## src/rtl/dhcpop_pkg.sv

```systemverilog
package dhcpop_pkg;

  localparam logic [7:0] OPT_PAD     = 8'd0;
  localparam logic [7:0] OPT_MASK    = 8'd1;
  localparam logic [7:0] OPT_ROUTER  = 8'd3;
  localparam logic [7:0] OPT_MSGTYPE = 8'd53;
  localparam logic [7:0] OPT_END     = 8'd255;

  // Address options carry four value bytes; value_index saturates here.
  localparam logic [2:0] ADDR_LEN = 3'd4;

  localparam logic [7:0] EXPECTED_TYPE_RST = 8'd5;

  // Bit positions in the seen flags.
  localparam int SEEN_TYPE   = 0;
  localparam int SEEN_MASK   = 1;
  localparam int SEEN_ROUTER = 2;

  typedef enum logic [1:0] {
    PH_TYPE,
    PH_LEN,
    PH_VALUE,
    PH_DONE
  } phase_t;

  typedef struct packed {
    logic [7:0]  msg_type;
    logic        type_matches;
    logic [31:0] subnet_mask;
    logic        has_mask;
    logic [31:0] router_addr;
    logic        has_router;
    logic        truncated;
  } result_t;

endpackage

```

## src/rtl/dhcpop_parse.sv

```systemverilog
module dhcpop_parse
  import dhcpop_pkg::*;
(
  input  logic       clk,
  input  logic       rst_n,
  input  logic       take,
  input  logic [7:0] opt_byte,
  input  logic       last_byte,
  input  logic [7:0] expected_type,
  output result_t    result
);

  phase_t      phase_r,  phase_nxt;
  logic [7:0]  cur_r,    cur_nxt;
  logic [7:0]  left_r,   left_nxt;
  logic [2:0]  vidx_r,   vidx_nxt;
  logic [2:0]  seen_r,   seen_nxt;
  logic [7:0]  type_r,   type_nxt;
  logic [31:0] mask_r,   mask_nxt;
  logic [31:0] router_r, router_nxt;

  logic short_addr;

  assign short_addr = ((cur_r == OPT_MASK) || (cur_r == OPT_ROUTER)) &&
                      (opt_byte < {5'd0, ADDR_LEN});

  // Next phase.
  always_comb begin
    phase_nxt = phase_r;
    case (phase_r)
      PH_TYPE: begin
        if (opt_byte == OPT_END) begin
          phase_nxt = PH_DONE;
        end else if (opt_byte != OPT_PAD) begin
          phase_nxt = PH_LEN;
        end
      end
      PH_LEN: begin
        phase_nxt = (opt_byte == 8'd0) ? PH_TYPE : PH_VALUE;
      end
      PH_VALUE: begin
        if (left_r == 8'd1) begin
          phase_nxt = PH_TYPE;
        end
      end
      PH_DONE: begin
        phase_nxt = PH_DONE;
      end
      default: begin
        phase_nxt = PH_TYPE;
      end
    endcase
  end

  // Option bookkeeping and value capture.
  always_comb begin
    cur_nxt    = cur_r;
    left_nxt   = left_r;
    vidx_nxt   = vidx_r;
    seen_nxt   = seen_r;
    type_nxt   = type_r;
    mask_nxt   = mask_r;
    router_nxt = router_r;
    case (phase_r)
      PH_TYPE: begin
        if ((opt_byte != OPT_END) && (opt_byte != OPT_PAD)) begin
          cur_nxt = opt_byte;
        end
      end
      PH_LEN: begin
        left_nxt = opt_byte;
        vidx_nxt = 3'd0;
        if (short_addr) begin
          cur_nxt = OPT_PAD;
        end
      end
      PH_VALUE: begin
        if (cur_r == OPT_MSGTYPE) begin
          if ((vidx_r == 3'd0) && !seen_r[SEEN_TYPE]) begin
            type_nxt           = opt_byte;
            seen_nxt[SEEN_TYPE] = 1'b1;
          end
        end else if ((cur_r == OPT_MASK) && (vidx_r < ADDR_LEN)) begin
          // A new mask option invalidates the earlier one until it completes.
          if (vidx_r == 3'd0) begin
            seen_nxt[SEEN_MASK] = 1'b0;
          end
          mask_nxt = {mask_r[23:0], opt_byte};
          if (vidx_r == ADDR_LEN - 3'd1) begin
            seen_nxt[SEEN_MASK] = 1'b1;
          end
        end else if ((cur_r == OPT_ROUTER) && (vidx_r < ADDR_LEN)) begin
          if (vidx_r == 3'd0) begin
            seen_nxt[SEEN_ROUTER] = 1'b0;
          end
          router_nxt = {router_r[23:0], opt_byte};
          if (vidx_r == ADDR_LEN - 3'd1) begin
            seen_nxt[SEEN_ROUTER] = 1'b1;
          end
        end
        if (vidx_r < ADDR_LEN) begin
          vidx_nxt = vidx_r + 3'd1;
        end
        left_nxt = left_r - 8'd1;
      end
      default: begin
        cur_nxt = cur_r;
      end
    endcase
  end

  // The result reflects the state after the current byte.
  always_comb begin
    result.msg_type     = seen_nxt[SEEN_TYPE] ? type_nxt : 8'd0;
    result.type_matches = seen_nxt[SEEN_TYPE] && (type_nxt == expected_type);
    result.subnet_mask  = seen_nxt[SEEN_MASK] ? mask_nxt : 32'd0;
    result.has_mask     = seen_nxt[SEEN_MASK];
    result.router_addr  = seen_nxt[SEEN_ROUTER] ? router_nxt : 32'd0;
    result.has_router   = seen_nxt[SEEN_ROUTER];
    result.truncated    = (phase_nxt == PH_LEN) || (phase_nxt == PH_VALUE);
  end

  // Control state returns to its start on the last beat of a packet.
  always_ff @(posedge clk) begin
    if (!rst_n) begin
      phase_r <= PH_TYPE;
      cur_r   <= 8'd0;
      left_r  <= 8'd0;
      vidx_r  <= 3'd0;
      seen_r  <= 3'd0;
    end else if (take) begin
      if (last_byte) begin
        phase_r <= PH_TYPE;
        cur_r   <= 8'd0;
        left_r  <= 8'd0;
        vidx_r  <= 3'd0;
        seen_r  <= 3'd0;
      end else begin
        phase_r <= phase_nxt;
        cur_r   <= cur_nxt;
        left_r  <= left_nxt;
        vidx_r  <= vidx_nxt;
        seen_r  <= seen_nxt;
      end
    end
  end

  // Captured values are only read behind their seen flags.
  always_ff @(posedge clk) begin
    if (take) begin
      type_r   <= type_nxt;
      mask_r   <= mask_nxt;
      router_r <= router_nxt;
    end
  end

endmodule

```

## src/rtl/dhcpop_out.sv

```systemverilog
module dhcpop_out
  import dhcpop_pkg::*;
(
  input  logic    clk,
  input  logic    rst_n,
  input  logic    load,
  input  result_t res_in,
  input  logic    out_stall,
  output logic    out_valid,
  output result_t res_out
);

  logic    valid_r, valid_nxt;
  result_t res_r;

  always_comb begin
    valid_nxt = valid_r;
    if (load) begin
      valid_nxt = 1'b1;
    end else if (!out_stall) begin
      valid_nxt = 1'b0;
    end
  end

  always_ff @(posedge clk) begin
    if (!rst_n) begin
      valid_r <= 1'b0;
    end else begin
      valid_r <= valid_nxt;
    end
  end

  always_ff @(posedge clk) begin
    if (load) begin
      res_r <= res_in;
    end
  end

  assign out_valid = valid_r;
  assign res_out   = res_r;

endmodule

```

## src/rtl/dhcpop_option_parser_core.sv

```systemverilog
// DHCP options parser. Bytes of a packet's options area enter on the in_ channel,
// one per beat, with in_last_byte marking the final byte. Each beat updates the
// type-length-value parse state in the same cycle it is accepted; no beat other
// than the last produces a result.
// On the last beat, one result (message type, subnet mask, router address,
// their presence flags, the type match and the truncation flag) is loaded into
// the output register and shown on the out_ channel in the next cycle, and the
// parse state is cleared for the next packet.
// Throughput is one byte per cycle while in_stall is low: the parse update is a single stage between
// the state registers and the output register.
// The cfg_ channel writes the expected message type; it is always ready and
// should be used only while no packet is in progress. Reset sets it to 5.
// Reset (rst_n low, synchronous) clears the parse state and drops out_valid.
// When out_stall holds a result, non-final bytes of the next packet are still
// accepted; only a final byte is stalled until the pending result leaves.
module dhcp_option_parser_core
  import dhcpop_pkg::*;
(
  input  logic        clk,
  input  logic        rst_n,
  input  logic        in_valid,
  output logic        in_stall,
  input  logic [7:0]  in_opt_byte,
  input  logic        in_last_byte,
  output logic        out_valid,
  input  logic        out_stall,
  output logic [7:0]  out_msg_type,
  output logic        out_type_matches,
  output logic [31:0] out_subnet_mask,
  output logic        out_has_mask,
  output logic [31:0] out_router_addr,
  output logic        out_has_router,
  output logic        out_truncated,
  input  logic        cfg_valid,
  output logic        cfg_ready,
  input  logic [7:0]  cfg_expected_type
);

  logic [7:0] exp_type_r;
  logic       take;
  logic       load;
  result_t    parse_res;
  result_t    out_res;

  assign cfg_ready = 1'b1;

  always_ff @(posedge clk) begin
    if (!rst_n) begin
      exp_type_r <= EXPECTED_TYPE_RST;
    end else if (cfg_valid && cfg_ready) begin
      exp_type_r <= cfg_expected_type;
    end
  end

  assign in_stall = out_valid && out_stall && in_last_byte;
  assign take     = in_valid && !in_stall;
  assign load     = take && in_last_byte;

  dhcpop_parse u_parse (
    .clk           (clk),
    .rst_n         (rst_n),
    .take          (take),
    .opt_byte      (in_opt_byte),
    .last_byte     (in_last_byte),
    .expected_type (exp_type_r),
    .result        (parse_res)
  );

  dhcpop_out u_out (
    .clk       (clk),
    .rst_n     (rst_n),
    .load      (load),
    .res_in    (parse_res),
    .out_stall (out_stall),
    .out_valid (out_valid),
    .res_out   (out_res)
  );

  assign out_msg_type     = out_res.msg_type;
  assign out_type_matches = out_res.type_matches;
  assign out_subnet_mask  = out_res.subnet_mask;
  assign out_has_mask     = out_res.has_mask;
  assign out_router_addr  = out_res.router_addr;
  assign out_has_router   = out_res.has_router;
  assign out_truncated    = out_res.truncated;

`ifndef NO_ASSERTIONS
  a_last_gives_result: assert property (@(posedge clk) disable iff (!rst_n)
    (in_valid && !in_stall && in_last_byte) |=> out_valid)
    else $error("final beat did not produce a result");

  a_mask_absent_zero: assert property (@(posedge clk) disable iff (!rst_n)
    (out_valid && !out_has_mask) |-> (out_subnet_mask == 32'd0))
    else $error("subnet mask nonzero without presence flag");

  a_router_absent_zero: assert property (@(posedge clk) disable iff (!rst_n)
    (out_valid && !out_has_router) |-> (out_router_addr == 32'd0))
    else $error("router address nonzero without presence flag");

  a_match_uses_cfg: assert property (@(posedge clk) disable iff (!rst_n)
    (in_valid && !in_stall && in_last_byte) |=>
      (!out_type_matches || (out_msg_type == exp_type_r)))
    else $error("type match disagrees with expected type");
`endif

endmodule

```

## config.mk

```make
export PLATFORM = sky130hd
export DESIGN_NAME = dhcp_option_parser_core
export DESIGN_NICKNAME = d
export VERILOG_FILES = /design/src/rtl/dhcpop_pkg.sv /design/src/rtl/dhcpop_parse.sv /design/src/rtl/dhcpop_out.sv /design/src/rtl/dhcpop_option_parser_core.sv
export SDC_FILE = /design/constraint.sdc
export NUM_CORES = 1
export LEC_CHECK = 0
export BUFFER_PORTS_ARGS = -buffer_cell sky130_fd_sc_hd__clkbuf_2
export CAP_MARGIN = 20
export CORE_MARGIN = 5
export CORE_UTILIZATION = 29
export CTS_CLUSTER_SIZE = 16
export DETAILED_ROUTE_END_ITERATION = 10
export PLACE_DENSITY = 0.55
export RECOVER_POWER = 25
export SETUP_SLACK_MARGIN = 0.4
export SYNTH_ARGS = -nofsm -noshare
export SYNTH_HDL_FRONTEND = slang
export SYNTH_SLANG_ARGS = --single-unit
```

## constraint.sdc

```tcl
create_clock -name clk -period 3.3 [get_ports clk]
set_input_delay 0.165 -clock clk [delete_from_list [all_inputs] [get_ports clk]]
set_output_delay 0.165 -clock clk [all_outputs]
set_load 0.01 [all_outputs]
```

==> key figures, run 1 <==
Placement
  • GPL Wtd Cong: 0.770
  • Pre-CTS setup slack: 0.645 ns
  • Dpl cell area: ~9000 um2
  • Port bufs: 99
  • Detailed placement HPWL: 11300 um

Cells and area
  • Multi-input logic area: approximately 2500 um2
  • Ratio of cells with drive above 1 in the final layout: 0.152
  • Commonest non-fill, non-tap cell in the layout: edfxtp_1
  • Area growth, synth to finish: 18.1%
  • Most frequent cells in the layout: 148 x edfxtp_1, 126 x nand2_1, 77 x clkbuf_1
  • Cell area after layout: 9350 um2
  • NumNets Final: 766
  • FF/Latch Area: 5100 um2
  • Fillcell total: approximately 2700

STA
  • Setup WS post-layout: 0.651 ns
  • Final Hold Viols: 0
  • Worst-margin pin slew: 1.30 ns
  • Final setup viols: 0
  • Minimum clock period: between 2 and 3 ns
  • Period utilisation layout: 0.803
  • Clock skew: 0.0156 ns
  • TNS Setup: 0 ns
  • Unrepaired setup endpoints after global routing: false
  • Peak Freq: 377 MHz
  • Slew margin rel.: 0.134
  • Final slew viol count: 0

Synthesis
  • Dominant cells by area after synthesis: edfxtp_1 56%, dfxtp_1 8.3%, nand2_1 6.0%
  • Synth unique cells: 55
  • Sequential share of the synthesized area: 0.645
  • Prevailing post-synth register cell: edfxtp_1
  • Syn Area/Cell: ~12 um2
  • Share of the synthesized area in the top cell type: 0.561
  • Yosys reg bits: 181
  • Synth async-reset ratio: 0
  • Dominant cell type by area after synthesis: edfxtp_1
  • Syn Nets: 664
  • Synth warnings: 0
  • Cell count after synthesis: 637
  • Netlist area before placement: 7920 um2
  • EDFF count, synth: around 150

Power
  • Internal power: 3.77 mW
  • Total power: 5.01 mW
  • Switching power: 1.24 mW
  • Peak supply drop: 0.000276 V
  • Cell Pwr Density: 536 nW/um2
  • Combinational share of power: 0.059
  • Clock share of power: 0.418
  • Sequential fraction of design power: 0.523
  • Sw Ratio: 0.247
  • Lkg Pwr: 3.31 nW

Setup path
  • WS Path Type: flop to flop
  • Worst Setup End Kind: flop
  • R2R depth: 5
  • Critical Path Source Type: flop
  • CP max FO: 35
  • Worst path arrival time: 2.83 ns
  • Worst Path Required: around 3.5 ns

Floorplanning
  • Die X-Extent: between 150 and 200 um
  • Starting density of the core: 0.294
  • IO Pins: 101
  • Site Rows: 60
  • Die Area: 30700 um2
  • Die Y: about 180 um
  • Placeable core region: approximately 27000 um2

GRT
  • GRT overflow: 0
  • Met2 Resource Use GR: 0.183
  • Vias in the first global route: 5069
  • Largest net degree at the start of global routing: between 50 and 60
  • Number of antenna violations at the first check in global routing: 0
  • GRT met3 Usage: 0.0286
  • First-pass GRT wire length: 28800 um
  • GR Util met1: 0.168
  • Gr busiest metal: met2
  • GRT Total Usage: 0.119

Hold path
  • Hold crit path type: input port to flop
  • Hold path cells: 3

Clocking
  • # resized after CTS: 0
  • TritonCTS buffer count: 17
  • Max Buffers Root-to-Sink: 2
  • Root buffer cell: clkbuf_16
  • CTS H-tree depth: 4
  • Hold buffers post-CTS: 8
  • Worst-path clk slew: 0.08 ns
  • CTS sink cnt: 181
  • Clock network latency to the later pin of the worst-skew pair: 0.43 ns
  • Setup bufs post-CTS: 0
  • CTS tree: yes

Route
  • Initial DRC count: 451
  • Routed Antenna Nets: 0
  • DRC violations left: 0
  • DR WL/cell: ~16 um
  • Detailed Route WL: 18000 um
  • Vias per cell: 4.63
  • Vias: approximately 5000
  • First-pass iteration count of the detailed router: 4

Run status
  • Status: completed

Job
  • Max cap viols: 0
[power by group through the flow]
stage | clock, mW | sequential (mW) | combinational (mW)
2_1_floorplan | 0 | 2.67 | 0.180
3_3_place_gp | 0 | 2.67 | 0.296
3_5_place_dp | 0 | 2.67 | 0.302
4_1_cts | 2.17 | 2.62 | 0.310
5_1_grt | 2.26 | 2.63 | 0.328
6_report | 2.10 | 2.62 | 0.296
[worst max-delay path: stages, from the launching register on]
cell and delay [ns]:
dfxtp_1 0.31, or4b_1 0.70, nor4_4 0.33, buf_4 0.46
mux2_2 0.40, and2b_2 0.19
[layout make-up]
class	instances	share of cell area
multi-input cells	402	0.272
well taps	341	0.0456
diodes	1	0.000268
clock inverters	15	0.0201
clock buffers	17	0.0455
repair buffers	117	0.0620
flip-flops and latches	181	0.546
inverters	20	0.00843
[state kept, by name, indices dropped and copies added, names as in the netlist]
register	flops
u_parse.type_r	8
u_out.out_valid	1
u_parse.vidx_r	3
u_parse.phase_r	2
u_out.res_out	76
u_parse.mask_r	32
u_parse.seen_r	3
u_parse.left_r	8
exp_type_r	8
u_parse.cur_r	8
u_parse.router_r	32
[synth_stat cells (7+ instances only)]
master      n
mux2i_1    19
o21ai_0    12
nand2_1   126
nor2_1     13
edfxtp_1  148
a21oi_1    41
nor2b_1    47
buf_6       7
inv_1      20
mux2_2     37
dfxtp_1    33
nor3_1      9
xnor2_1     7
clkbuf_1   19
[metrics by stage]
step,hold WS [ns],utilization,cells
after floorplan,0.295,-,637
after global placement,0.396,0.325,1053
after detailed placement,0.394,0.325,1053
after CTS,0.0200,0.351,1093
after global routing,0.0313,0.347,1093
final,0.0433,0.347,1094
[metal layers]
layer	vias to the layer above	part of all wire
li1	2479	-
met5	-	0
met3	11	0.042
met2	111	0.45
met4	0	0.0096
met1	2459	0.50
[path summary, 6_finish.rpt]
kind	to	slack (ns)	startpoint
worst max-delay path	u_out.res_out[35]	0.65	u_parse.cur_r[7]
worst min-delay path	u_out.out_valid	0.04	out_stall
worst max register to register	u_out.res_out[35]	0.65	u_parse.cur_r[7]
worst min register to register	u_parse.cur_r[6]	0.46	u_parse.cur_r[6]
[cell families after synthesis]
group | synth area share
compound gates | 0.0727
xor+xnor | 0.0133
fa+ha+maj | 0.00790
buf+inv | 0.0338
flops | 0.645
mux | 0.0767
other cells | 0.000474
simple gates | 0.150
Power figures use the tool's default switching activity.
==> run 2: changes to the inputs <==
==> constraint.sdc (replaced) <==
create_clock -name clk -period 2.68 [get_ports clk]
set_input_delay 0.134 -clock clk [delete_from_list [all_inputs] [get_ports clk]]
set_output_delay 0.134 -clock clk [all_outputs]
set_load 0.01 [all_outputs]
==> key figures, run 2 (same netlist as run 1, synthesis figures left out) <==
Run status
  • Status: completed

STA
  • Minimum clock period: 2.27 ns (-0.375 ns)
  • TNS Setup: 0 ns (unchanged)
  • Peak Freq: 440 MHz (+17%)
  • Setup WS post-layout: 0.406 ns (-0.245 ns)
  • Unrepaired setup endpoints after global routing: true
  • Final Hold Viols: 0 (unchanged)
  • Slew margin rel.: 0.319 (+0.185)
  • Clock skew: 0.0140 ns (-0.00152 ns)
  • Final slew viol count: 0 (unchanged)
  • Final setup viols: 0 (unchanged)
  • Period utilisation layout: 0.848 (+0.0456)
  • Worst-margin pin slew: 1.02 ns (-0.278 ns)

Route
  • Initial DRC count: 356 (-21%)
  • Detailed Route WL: 18900 um (+4.8%)
  • First-pass iteration count of the detailed router: 4 (unchanged)
  • Vias per cell: 4.60 (-0.62%)
  • DR WL/cell: 16.9 um (+2.6%)
  • Routed Antenna Nets: 0 (unchanged)
  • Vias: 5139 (+1.6%)
  • DRC violations left: 0 (unchanged)

Cells and area
  • NumNets Final: 791 (+3.3%)
  • Commonest non-fill, non-tap cell in the layout: edfxtp_1
  • Max reg flops: 76 (unchanged)
  • Most frequent cells in the layout: 148 x edfxtp_1, 126 x nand2_1, 79 x clkbuf_1
  • Ratio of cells with drive above 1 in the final layout: 0.188 (+0.0363)
  • Fillcell total: 2670 (-1.7%)
  • Cell area after layout: 9710 um2 (+3.8%)
  • Post-route insts no fill: 1118 (+2.2%)
  • Area growth, synth to finish: 22.6%
  • # diodes: 0 (-1)

Setup path
  • RR Startpoint: u_parse.cur_r[3]
  • Worst Path Required: 2.87 ns (-0.62 ns)
  • Critical Path Source Type: flop
  • WS Path Type: flop to flop
  • Worst path arrival time: 2.46 ns (-0.37 ns)
  • Worst Setup End Kind: flop
  • R2R setup slack: 0.41 ns (-0.24 ns)
  • R2R depth: 6 (+1)
  • CP max FO: 9 (-74%)
  • FF-to-FF End: u_out.res_out[35]

Clocking
  • TritonCTS buffer count: 17 (unchanged)
  • CTS sink cnt: 181 (unchanged)
  • Max Buffers Root-to-Sink: 2 (unchanged)
  • CTS H-tree depth: 4 (unchanged)
  • Clock network latency to the later pin of the worst-skew pair: 0.43 ns (about the same)
  • Worst-path clk slew: 0.07 ns (about the same)
  • CTS tree: yes
  • Root buffer cell: clkbuf_16

Floorplanning
  • Starting density of the core: 0.294 (unchanged)
  • Die Area: 30700 um2 (unchanged)
  • IO Pins: 101 (unchanged)
  • Die Y: 175 um (unchanged)
  • Placeable core region: 27000 um2 (unchanged)
  • Site Rows: 60 (unchanged)
  • Die X-Extent: 175 um (unchanged)

Placement
  • Cell total after placement: 1061 (+0.76%)
  • Pre-CTS setup slack: 0.254 ns (-0.391 ns)
  • Dpl cell area: 8890 um2 (+1.6%)
  • Detailed placement HPWL: 11500 um (+1.3%)
  • GPL Wtd Cong: 0.773 (+0.47%)
  • Port bufs: 99 (unchanged)

GRT
  • GRT Total Usage: 0.123 (+0.00394)
  • Met2 Resource Use GR: 0.189 (+0.00565)
  • Largest net degree at the start of global routing: 65 (+14%)
  • First-pass GRT wire length: 29400 um (+1.9%)
  • Number of antenna violations at the first check in global routing: 0 (unchanged)
  • GRT overflow: 0 (unchanged)
  • Vias in the first global route: 5204 (+2.7%)
  • GR Util met1: 0.173 (+0.00481)
  • GRT met3 Usage: 0.0316 (+0.00303)
  • Gr busiest metal: met2

Power
  • Switching power: 1.53 mW (+24%)
  • Clock share of power: 0.409 (-0.009)
  • Sequential fraction of design power: 0.529 (+0.006)
  • Sw Ratio: 0.251 (+0.00395)
  • Lkg Pwr: 3.49 nW (+5.2%)
  • Peak supply drop: 0.000367 V (+33%)
  • Combinational share of power: 0.062 (+0.003)
  • Internal power: 4.56 mW (+21%)
  • Total power: 6.09 mW (+22%)
  • Cell Pwr Density: 628 nW/um2 (+17%)

Hold path
  • Hold endpoint: u_out.out_valid
  • Hold crit path type: input port to flop
  • Hold path startpoint: out_stall
  • Hold path cells: 3 (unchanged)

Job
  • Max cap viols: 0 (unchanged)
[run 2: area by class of cell]
class / instances / area (um2) / area share
flip-flops and latches: 181 / 5110 / 0.527
clock inverters: 14 / 154 / 0.0159
clock buffers: 18 / 429 / 0.0442
multi-input cells: 402 / 2580 / 0.266
inverters: 20 / 76.3 / 0.00786
repair buffers: 142 / 927 / 0.0955
well taps: 341 / 427 / 0.0440
[run 2: critical path, cell delays in order, from the launching register on]
cell and delay [ns]:
dfxtp_2 0.33, or4b_4 0.60, nor4_4 0.24, buf_6 0.19, buf_12 0.14, mux2_2 0.34, and2b_2 0.19
[run 2: repair_timing]
item                       CTS  global route
gates cloned                 2             3
setup buffers                1            11
hold buffers                 8             0
gates resized for setup      7             7
hold endpoints to repair     8             0
pin swaps                    3             3
setup endpoints to repair   67            62
[run 2: worst max-delay path by stage]
stage	cells past startpoint	endpoint	startpoint
after CTS	6	u_out.res_out[35]	u_parse.cur_r[6]
final	6	u_out.res_out[35]	u_parse.cur_r[3]
after detailed placement	5	u_out.res_out[36]	u_parse.cur_r[7]
after global routing	5	u_parse.seen_r[0]	u_out.out_valid
after floorplan	6	u_out.res_out[38]	u_parse.cur_r[7]
after global placement	5	u_out.res_out[35]	u_parse.cur_r[7]
[run 2: stage by stage]
step / utilization / hold slack [ns]
after floorplan: - / 0.264
after global routing: 0.360 / 0.00502
after global placement: 0.330 / 0.361
after CTS: 0.358 / 0.00124
after detailed placement: 0.330 / 0.367
final: 0.360 / 0.0109
[run 2: power groups by stage]
| stage | sequential (mW) | clock, mW | combinational [mW] |
|---|---|---|---|
| after CTS | 3.22 | 2.57 | 0.397 |
| after floorplan | 3.29 | 0 | 0.224 |
| after detailed placement | 3.29 | 0 | 0.386 |
| after global routing | 3.24 | 2.69 | 0.424 |
| final | 3.22 | 2.49 | 0.379 |
| after global placement | 3.29 | 0 | 0.380 |
[run 2: per-layer routing]
layer	wire length, um	share of wire	up-vias
met1	9440	0.50	2467
met5	0	0	-
met4	80	0.0042	0
li1	-	-	2536
met2	8360	0.44	130
met3	986	0.052	6
